**config.mk**
```make
export PLATFORM = sky130hd
export DESIGN_NAME = button_event_controller_unit
export DESIGN_NICKNAME = d
export VERILOG_FILES = /design/src/hdl/bec_pkg.sv /design/src/hdl/bec_core.sv /design/src/hdl/button_event_controller_unit.sv
export SDC_FILE = /design/constraint.sdc
export NUM_CORES = 1
export LEC_CHECK = 0
export ABC_AREA = 1
export BUFFER_PORTS_ARGS = -buffer_cell sky130_fd_sc_hd__buf_2
export CAP_MARGIN = 15
export CELL_PAD_IN_SITES_DETAIL_PLACEMENT = 1
export CELL_PAD_IN_SITES_GLOBAL_PLACEMENT = 2
export CORE_MARGIN = 5
export CORE_UTILIZATION = 37
export DETAILED_ROUTE_END_ITERATION = 10
export MAX_ROUTING_LAYER = met4
export PLACE_DENSITY = 0.92
export SLEW_MARGIN = 25
export SYNTH_ARGS = -nofsm -noshare
export SYNTH_HDL_FRONTEND = slang
export SYNTH_SLANG_ARGS = --single-unit
```
**constraint.sdc**
```tcl
create_clock -name clk -period 13 [get_ports clk]
set_input_delay 1.95 -clock clk [delete_from_list [all_inputs] [get_ports clk]]
set_output_delay 1.95 -clock clk [all_outputs]
set_load 0.01 [all_outputs]
```
**src/hdl/bec_pkg.sv**
```systemverilog
// ---------------------------------------------------------------------------
// bec_pkg: shared types and constants
// Item layouts, register indexes, navigation codes and step helpers for the
// button event controller.
// ---------------------------------------------------------------------------
`default_nettype none

package bec_pkg;

  localparam int CFG_ADDR_W = 1;
  localparam int CFG_DATA_W = 32;

  localparam logic [CFG_ADDR_W-1:0] REG_MAGIC   = 1'b0;
  localparam logic [CFG_ADDR_W-1:0] REG_TIMEOUT = 1'b1;

  localparam logic [31:0] MAGIC_RESET   = 32'd0;
  localparam logic [15:0] TIMEOUT_RESET = 16'd750;
  localparam logic [6:0]  VOLUME_RESET  = 7'd80;

  localparam logic [6:0]        VOLUME_MAX  = 7'd100;
  localparam logic [6:0]        VOLUME_STEP = 7'd5;
  localparam logic signed [4:0] ZOOM_MIN    = -5'sd5;
  localparam logic signed [4:0] ZOOM_MAX    = 5'sd10;

  localparam int IN_TDATA_W  = 176;
  localparam int OUT_TDATA_W = 32;

  typedef enum logic [1:0] {
    NAV_NONE = 2'd0,
    NAV_PREV = 2'd1,
    NAV_NEXT = 2'd2,
    NAV_QUIT = 2'd3
  } nav_t;

  // first field sits in the highest bits
  typedef struct packed {
    logic        consume;
    logic [31:0] now_ms;
    logic [63:0] status_word;
    logic [11:0] pad_buttons;
    logic [31:0] beat_count;
    logic [31:0] beat_tag;
  } in_item_t;

  typedef struct packed {
    logic signed [15:0] seek_seconds;
    logic signed [4:0]  zoom_step;
    logic [6:0]         volume_level;
    logic               paused;
    logic [1:0]         nav_request;
  } out_item_t;

  typedef struct packed {
    logic                  wr_en;
    logic [CFG_ADDR_W-1:0] addr;
    logic [CFG_DATA_W-1:0] wdata;
  } cfg_wr_t;

  function automatic logic signed [15:0] seek_step(input logic [1:0] sel);
    logic signed [15:0] s;
    case (sel)
      2'd0:    s = 16'sd5;
      2'd1:    s = 16'sd10;
      2'd2:    s = 16'sd30;
      default: s = 16'sd60;
    endcase
    return s;
  endfunction

  function automatic logic signed [15:0] sat_add(input logic signed [15:0] acc,
                                                 input logic signed [15:0] d);
    logic signed [16:0] sum;
    logic signed [15:0] res;
    sum = 17'(acc) + 17'(d);
    if (sum > 17'sd32767) begin
      res = 16'sh7FFF;
    end else if (sum < -17'sd32768) begin
      res = 16'sh8000;
    end else begin
      res = sum[15:0];
    end
    return res;
  endfunction

endpackage

`default_nettype wire

```
**src/hdl/bec_core.sv**
```systemverilog
// ---------------------------------------------------------------------------
// bec_core: control state and per-sample update
// Holds the configuration and control registers and works out the result of
// one poll sample; the state moves on when step_en is high.
// ---------------------------------------------------------------------------
`default_nettype none

module bec_core (
  input  wire                  clk,
  input  wire                  rst_n,
  input  bec_pkg::cfg_wr_t     cfg,
  input  wire                  step_en,
  input  bec_pkg::in_item_t    item,
  output bec_pkg::out_item_t   result
);

  logic [31:0]        magic_r;
  logic [15:0]        timeout_r;
  logic [11:0]        prev_buttons_r, prev_buttons_nxt;
  logic [4:0]         prev_trig_r, prev_trig_nxt;
  logic [31:0]        seen_count_r, seen_count_nxt;
  logic [31:0]        seen_time_r, seen_time_nxt;
  logic               pause_r, pause_nxt;
  logic [6:0]         volume_r, volume_nxt;
  logic signed [4:0]  zoom_r, zoom_nxt;
  logic signed [15:0] seek_r, seek_nxt;
  logic [1:0]         nav_r, nav_nxt;

  logic               tag_ok;
  logic               cnt_new;
  logic [31:0]        elapsed;
  logic               alive;
  logic [11:0]        up;
  logic [4:0]         trig;
  logic [4:0]         tup;
  logic signed [15:0] step;
  logic [6:0]         vol_a;
  logic signed [4:0]  zoom_a;
  logic signed [15:0] seek_a;
  logic [1:0]         nav_a;

  assign tag_ok  = (item.beat_tag == magic_r);
  assign cnt_new = (item.beat_count != seen_count_r);
  assign elapsed = item.now_ms - seen_time_r;
  assign alive   = tag_ok && (cnt_new || (elapsed <= {16'd0, timeout_r}));
  assign up      = item.pad_buttons & ~prev_buttons_r;
  assign trig    = item.status_word[36:32];
  assign tup     = trig & ~prev_trig_r;
  assign step    = bec_pkg::seek_step(item.status_word[7:6]);

  always_comb begin
    // seek edges saturate one after another in bit order
    seek_a = seek_r;
    if (up[0])  seek_a = bec_pkg::sat_add(seek_a, step);
    if (up[1])  seek_a = bec_pkg::sat_add(seek_a, -step);
    if (tup[3]) seek_a = bec_pkg::sat_add(seek_a, -step);
    if (tup[4]) seek_a = bec_pkg::sat_add(seek_a, step);

    vol_a = volume_r;
    if (up[5]) vol_a = (vol_a < bec_pkg::VOLUME_STEP) ? 7'd0 : vol_a - bec_pkg::VOLUME_STEP;
    if (up[6]) begin
      vol_a = (vol_a > bec_pkg::VOLUME_MAX - bec_pkg::VOLUME_STEP) ?
              bec_pkg::VOLUME_MAX : vol_a + bec_pkg::VOLUME_STEP;
    end

    zoom_a = zoom_r;
    if (up[7]) zoom_a = (zoom_a <= bec_pkg::ZOOM_MIN) ? bec_pkg::ZOOM_MIN : zoom_a - 5'sd1;
    if (up[8]) zoom_a = (zoom_a >= bec_pkg::ZOOM_MAX) ? bec_pkg::ZOOM_MAX : zoom_a + 5'sd1;

    // last navigation write wins
    nav_a = nav_r;
    if (up[2])  nav_a = bec_pkg::NAV_NEXT;
    if (up[3])  nav_a = bec_pkg::NAV_PREV;
    if (up[10]) nav_a = bec_pkg::NAV_PREV;
    if (up[11]) nav_a = bec_pkg::NAV_NEXT;
    if (tup[1]) nav_a = bec_pkg::NAV_PREV;
    if (tup[2]) nav_a = bec_pkg::NAV_NEXT;

    result.nav_request  = alive ? nav_a : bec_pkg::NAV_QUIT;
    result.paused       = alive ? (pause_r ^ up[4] ^ tup[0]) : pause_r;
    result.volume_level = alive ? vol_a : volume_r;
    result.zoom_step    = alive ? zoom_a : zoom_r;
    result.seek_seconds = alive ? seek_a : seek_r;

    prev_buttons_nxt = alive ? item.pad_buttons : prev_buttons_r;
    prev_trig_nxt    = alive ? trig : prev_trig_r;
    seen_count_nxt   = (tag_ok && cnt_new) ? item.beat_count : seen_count_r;
    seen_time_nxt    = (tag_ok && cnt_new) ? item.now_ms : seen_time_r;
    pause_nxt        = result.paused;
    volume_nxt       = result.volume_level;
    zoom_nxt         = result.zoom_step;
    nav_nxt          = item.consume ? bec_pkg::NAV_NONE : result.nav_request;
    seek_nxt         = item.consume ? 16'sd0 : result.seek_seconds;
  end

  always_ff @(posedge clk) begin
    if (!rst_n) begin
      magic_r   <= bec_pkg::MAGIC_RESET;
      timeout_r <= bec_pkg::TIMEOUT_RESET;
    end else if (cfg.wr_en) begin
      unique case (cfg.addr)
        bec_pkg::REG_MAGIC:   magic_r   <= cfg.wdata;
        bec_pkg::REG_TIMEOUT: timeout_r <= cfg.wdata[15:0];
        default: ;
      endcase
    end
  end

  always_ff @(posedge clk) begin
    if (!rst_n) begin
      prev_buttons_r <= '0;
      prev_trig_r    <= '0;
      seen_count_r   <= '0;
      seen_time_r    <= '0;
      pause_r        <= 1'b0;
      volume_r       <= bec_pkg::VOLUME_RESET;
      zoom_r         <= '0;
      seek_r         <= '0;
      nav_r          <= bec_pkg::NAV_NONE;
    end else if (step_en) begin
      prev_buttons_r <= prev_buttons_nxt;
      prev_trig_r    <= prev_trig_nxt;
      seen_count_r   <= seen_count_nxt;
      seen_time_r    <= seen_time_nxt;
      pause_r        <= pause_nxt;
      volume_r       <= volume_nxt;
      zoom_r         <= zoom_nxt;
      seek_r         <= seek_nxt;
      nav_r          <= nav_nxt;
    end
  end

  a_volume_range: assert property (@(posedge clk) disable iff (!rst_n)
    volume_r <= bec_pkg::VOLUME_MAX)
    else $error("volume out of range");

  a_zoom_range: assert property (@(posedge clk) disable iff (!rst_n)
    (zoom_r >= bec_pkg::ZOOM_MIN) && (zoom_r <= bec_pkg::ZOOM_MAX))
    else $error("zoom out of range");

  a_consume_clears: assert property (@(posedge clk) disable iff (!rst_n)
    step_en && item.consume |=> (nav_r == bec_pkg::NAV_NONE) && (seek_r == 16'sd0))
    else $error("consume did not clear nav and seek");

  // consume may still clear the seek accumulator on a lost heartbeat
  a_lost_beat_holds: assert property (@(posedge clk) disable iff (!rst_n)
    step_en && !tag_ok && !item.consume |=>
      $stable(prev_buttons_r) && $stable(volume_r) && $stable(seek_r))
    else $error("state moved on a lost heartbeat");

endmodule

`default_nettype wire

```
**src/hdl/button_event_controller_unit.sv**
```systemverilog
// an item goes from the input register to the result register, which drives out_tvalid
// throughput: one item per cycle unless stalled; the control state updates in the same
// cycle the result register loads, so back-to-back samples see fresh state
// a stalled output holds its result while one more item waits in the input register
// reset: synchronous on rst_n low; volume 80, timeout 750 ms; data unreset, all else zero
// ---------------------------------------------------------------------------
// button_event_controller_unit: poll sample to control result
// Input register, control update and result register with stream handshake.
// ---------------------------------------------------------------------------
`default_nettype none

module button_event_controller_unit (
  input  wire                                clk,
  input  wire                                rst_n,
  input  wire                                cfg_wr_en,
  input  wire [bec_pkg::CFG_ADDR_W-1:0]      cfg_addr,
  input  wire [bec_pkg::CFG_DATA_W-1:0]      cfg_wdata,
  input  wire                                in_tvalid,
  output logic                               in_tready,
  // beat_tag, beat_count, pad_buttons, status_word, now_ms, consume, zero pad
  input  wire [bec_pkg::IN_TDATA_W-1:0]      in_tdata,
  output logic                               out_tvalid,
  input  wire                                out_tready,
  // nav_request, paused, volume_level, zoom_step, seek_seconds, zero pad
  output logic [bec_pkg::OUT_TDATA_W-1:0]    out_tdata
);

  localparam int IN_W  = $bits(bec_pkg::in_item_t);
  localparam int OUT_W = $bits(bec_pkg::out_item_t);

  logic                 in_valid_r;
  bec_pkg::in_item_t    in_item_r;
  logic                 out_valid_r;
  bec_pkg::out_item_t   out_item_r;
  bec_pkg::out_item_t   result;
  bec_pkg::cfg_wr_t     cfg;
  logic                 advance;

  assign cfg.wr_en = cfg_wr_en;
  assign cfg.addr  = cfg_addr;
  assign cfg.wdata = cfg_wdata;

  assign advance   = in_valid_r && (!out_valid_r || out_tready);
  assign in_tready = !in_valid_r || advance;

  always_ff @(posedge clk) begin
    if (!rst_n) begin
      in_valid_r <= 1'b0;
    end else if (in_tready) begin
      in_valid_r <= in_tvalid;
    end
  end

  always_ff @(posedge clk) begin
    if (in_tready && in_tvalid) begin
      in_item_r <= bec_pkg::in_item_t'(in_tdata[IN_W-1:0]);
    end
  end

  bec_core u_core (
    .clk     (clk),
    .rst_n   (rst_n),
    .cfg     (cfg),
    .step_en (advance),
    .item    (in_item_r),
    .result  (result)
  );

  always_ff @(posedge clk) begin
    if (!rst_n) begin
      out_valid_r <= 1'b0;
    end else if (advance) begin
      out_valid_r <= 1'b1;
    end else if (out_tready) begin
      out_valid_r <= 1'b0;
    end
  end

  always_ff @(posedge clk) begin
    if (advance) begin
      out_item_r <= result;
    end
  end

  assign out_tvalid = out_valid_r;
  assign out_tdata  = {{(bec_pkg::OUT_TDATA_W-OUT_W){1'b0}}, out_item_r};

  a_ready_when_empty: assert property (@(posedge clk) disable iff (!rst_n)
    !out_valid_r |-> in_tready)
    else $error("input stalled with empty output register");

  a_advance_fills: assert property (@(posedge clk) disable iff (!rst_n)
    advance |=> out_valid_r)
    else $error("result register not loaded");

  a_no_overwrite: assert property (@(posedge clk) disable iff (!rst_n)
    out_valid_r && !out_tready |-> !advance)
    else $error("pending result overwritten");

endmodule

`default_nettype wire

```
==> results.ini <==
[outcome]
status=finished, final reports clean

[clocking]
cts_buffers=36
cts.sinks=307
post-cts-setup-buffers=0
ctsResizeCount=0
cts_tree=yes
clock_latency_ns=0.57
cts_root_buf=clkbuf_16
cts_hold_buf=0
clkTransAtPathRegs_ns=0.06
clock_tree.buffer_depth=3
h-tree-depth=2

[worst_setup_path]
cpPeakStageDelay_ns=0.45
start_kind=register
crit_path_end_kind=register
critPathKind=register to register
required_ns=13.49
cp.arrival_ns=10.19
critPathMaxFanout=14
crit_top_cell=nand2_1
cp_slowest_cell=fa_1

[global_route]
antenna_found_initial=7
grt_max_degree=129
grt_pass1_wl_microns=85300
grt.overflow.total=0
grt_use_total=0.196
grt_pass1_vias=17200

[synthesis]
synth-async-reset-ratio=0
yosys_warnings=0
synth_top_area_cell=edfxtp_1
seq_area_frac_synth=0.411
synth_seq_cells=307
avgSynthCellArea_sq_um=7.74
synth-edff-count=146
syn_area_sq_um=18500
synth_cells=2391
synth_top_area_frac=0.237
ys_top_cells_by_area=edfxtp_1 24%, dfxtp_1 17%, nand2_1 10%, ha_1 7.0%, inv_1 6.4%
synthDistinctLibCells=55
ys.flop_type=dfxtp_1

[sta]
rsz0062_at_grt=false
worst_slew_pin_slew_ns=0.978
hold_viol_final=0
whs_ns=0.452
setup-violations-final=0
clock_skew_ns=0.0406
fin_tns_setup_ns=0
fin_crit_ns=9.70
period_share=0.746
relSlewSlack=0.344
slew_viol_final=0
max_clock_freq_mhz=103

[final_layout]
drive_gt1_frac=0.139
syn2layout_area_growth_pct=15.0
fin_util=0.427
fin_nets=2887
fin_cells=3272

[die]
die_height_microns=234
die_area_sq_um=54600
core-area_sq_um=49900
start_util=0.371
io_pins=248
core.rowCount=82
fp.dieW_microns=234

[hold_path]
hold_path.class=register to register

[power]
pwr-share-seq=0.408
p_total_mw=2.63
swShare=0.301
ir_worst_vdd_mv=0.109
intPower_mw=1.83
p_leak_nw=9.38
clkPwrFrac=0.384
pwr-share-comb=0.208
switching_power_mw=0.792
p_per_area_nw_per_um2=123

[placed_design]
gp_congestion=0.869
dp_cells=3199
port_buffers=185
dp_hpwl_microns=40100

[detailed_routing]
first_iter_violations=733
firstDrtPassIters=4
antenna_left=0
routed_via_density=4.94
drc_errors=0
drt_wl_total_microns=52600
dr_total_vias=16200
wl_per_cell_microns=16.1

[job]
max-cap-violations=0

==> path summary, 6_finish.rpt <==
path         cells after the start                              startpoint                                      to  slack, ns
max                             58                 in_item_r[83]$_DFFE_PP_           u_core.seek_r[0]$_SDFFE_PN0P_       3.30
min                              2  u_core.prev_buttons_r[10]$_SDFFE_PN0P_  u_core.prev_buttons_r[10]$_SDFFE_PN0P_       0.45
max reg2reg                     58                 in_item_r[83]$_DFFE_PP_           u_core.seek_r[0]$_SDFFE_PN0P_       3.30
min reg2reg                      2  u_core.prev_buttons_r[10]$_SDFFE_PN0P_  u_core.prev_buttons_r[10]$_SDFFE_PN0P_       0.45
==> cell usage in the layout (no fill, tap or decap), types with 17 or more instances in the layout <==
master,instances
xor2_1,74
o21ai_0,175
nor2_1,241
nand3_2,17
o21ai_1,21
clkbuf_16,36
dfxtp_1,161
nand4_1,26
inv_1,312
nand2_1,502
xnor2_1,52
ha_1,103
nand2_2,39
nand3_1,80
buf_2,184
edfxtp_1,146
a21oi_1,205
==> flip-flops by register name (all words and copies together) (netlist names), 7 cells and up <==
register / flops
u_core.seek_r: 16
u_core.volume_r: 7
u_core.seen_count_r: 32
u_core.timeout_r: 16
u_core.seen_time_r: 32
u_core.magic_r: 32
out_tdata: 31
u_core.prev_buttons_r: 11
in_item_r: 115
==> layer usage <==
metal,share of wire,wire length [microns],up-vias,track usage
met1,0.44,23000,7729,0.230
met4,0.030,1570,0,0.0629
met3,0.031,1650,95,0.0299
met2,0.50,26300,173,0.347
met5,0,0,-,-
li1,-,-,8174,-
==> worst max-delay path: cells and delay by family (launching register included) <==
family	cells	cell delay, ns
compound gates	9	1.96
fa+ha+maj	8	2.67
buf+inv	7	0.53
flops	1	0.42
simple gates	34	4.00
==> synthesized netlist by cell type, types with 6 or more instances <==
cell and number:
o22ai_1 8, nand2_1 503, a31oi_1 11, o211ai_1 12
nand3_2 17, nor2_2 7, a21oi_1 205, nor2_1 241
dfxtp_1 161, edfxtp_1 146, nor3_1 16, o21ai_1 21
ha_1 103, clkbuf_1 46, buf_2 10, or2_2 6
nand3_1 81, inv_1 315, nor4_1 6, a21o_1 9
o21ai_0 175, nand4_1 26, xor2_1 74, nand3b_1 9
xnor2_1 52, nand2_2 39, a21oi_2 16, inv_2 11
==> area by class of cell <==
cell class,instances,area (sq um)
Fill cell,6240,28600
Multi-Input combinational cell,1699,9420
Clock buffer,53,1000
Inverter,328,1230
Clock inverter,13,175
Tap cell,672,841
Timing Repair Buffer,193,992
Sequential cell,307,7610
Antenna cell,7,17.5
==> cell families after synthesis <==
family | after synthesis | synth area share
other | 2 | 0.000406
AO/OA/AOI/OAI | 481 | 0.142
XOR/XNOR | 126 | 0.0596
flip-flops | 307 | 0.411
AND/OR/NAND/NOR | 973 | 0.229
adder cells (fa/ha/maj) | 108 | 0.0750
buffers and inverters | 394 | 0.0830
==> metrics by stage <==
| stage | setup WS [ns] | cell area (sq um) |
|---|---|---|
| floorplan | 5.35 | 18500 |
| global placement | 3.61 | 20100 |
| detailed placement | 3.29 | 20100 |
| CTS | 3.26 | 21300 |
| global route | 2.44 | 21300 |
| finish | 3.30 | 21300 |
==> power groups by stage <==
stage	clock (mW)	sequential (mW)	combinational (mW)
after CTS	1.04	1.07	0.551
after detailed placement	0	1.09	0.547
after floorplan	0	1.09	0.404
final	1.01	1.07	0.548
after global placement	0	1.09	0.526
after global routing	1.08	1.07	0.622
Power figures use the tool's default switching activity.
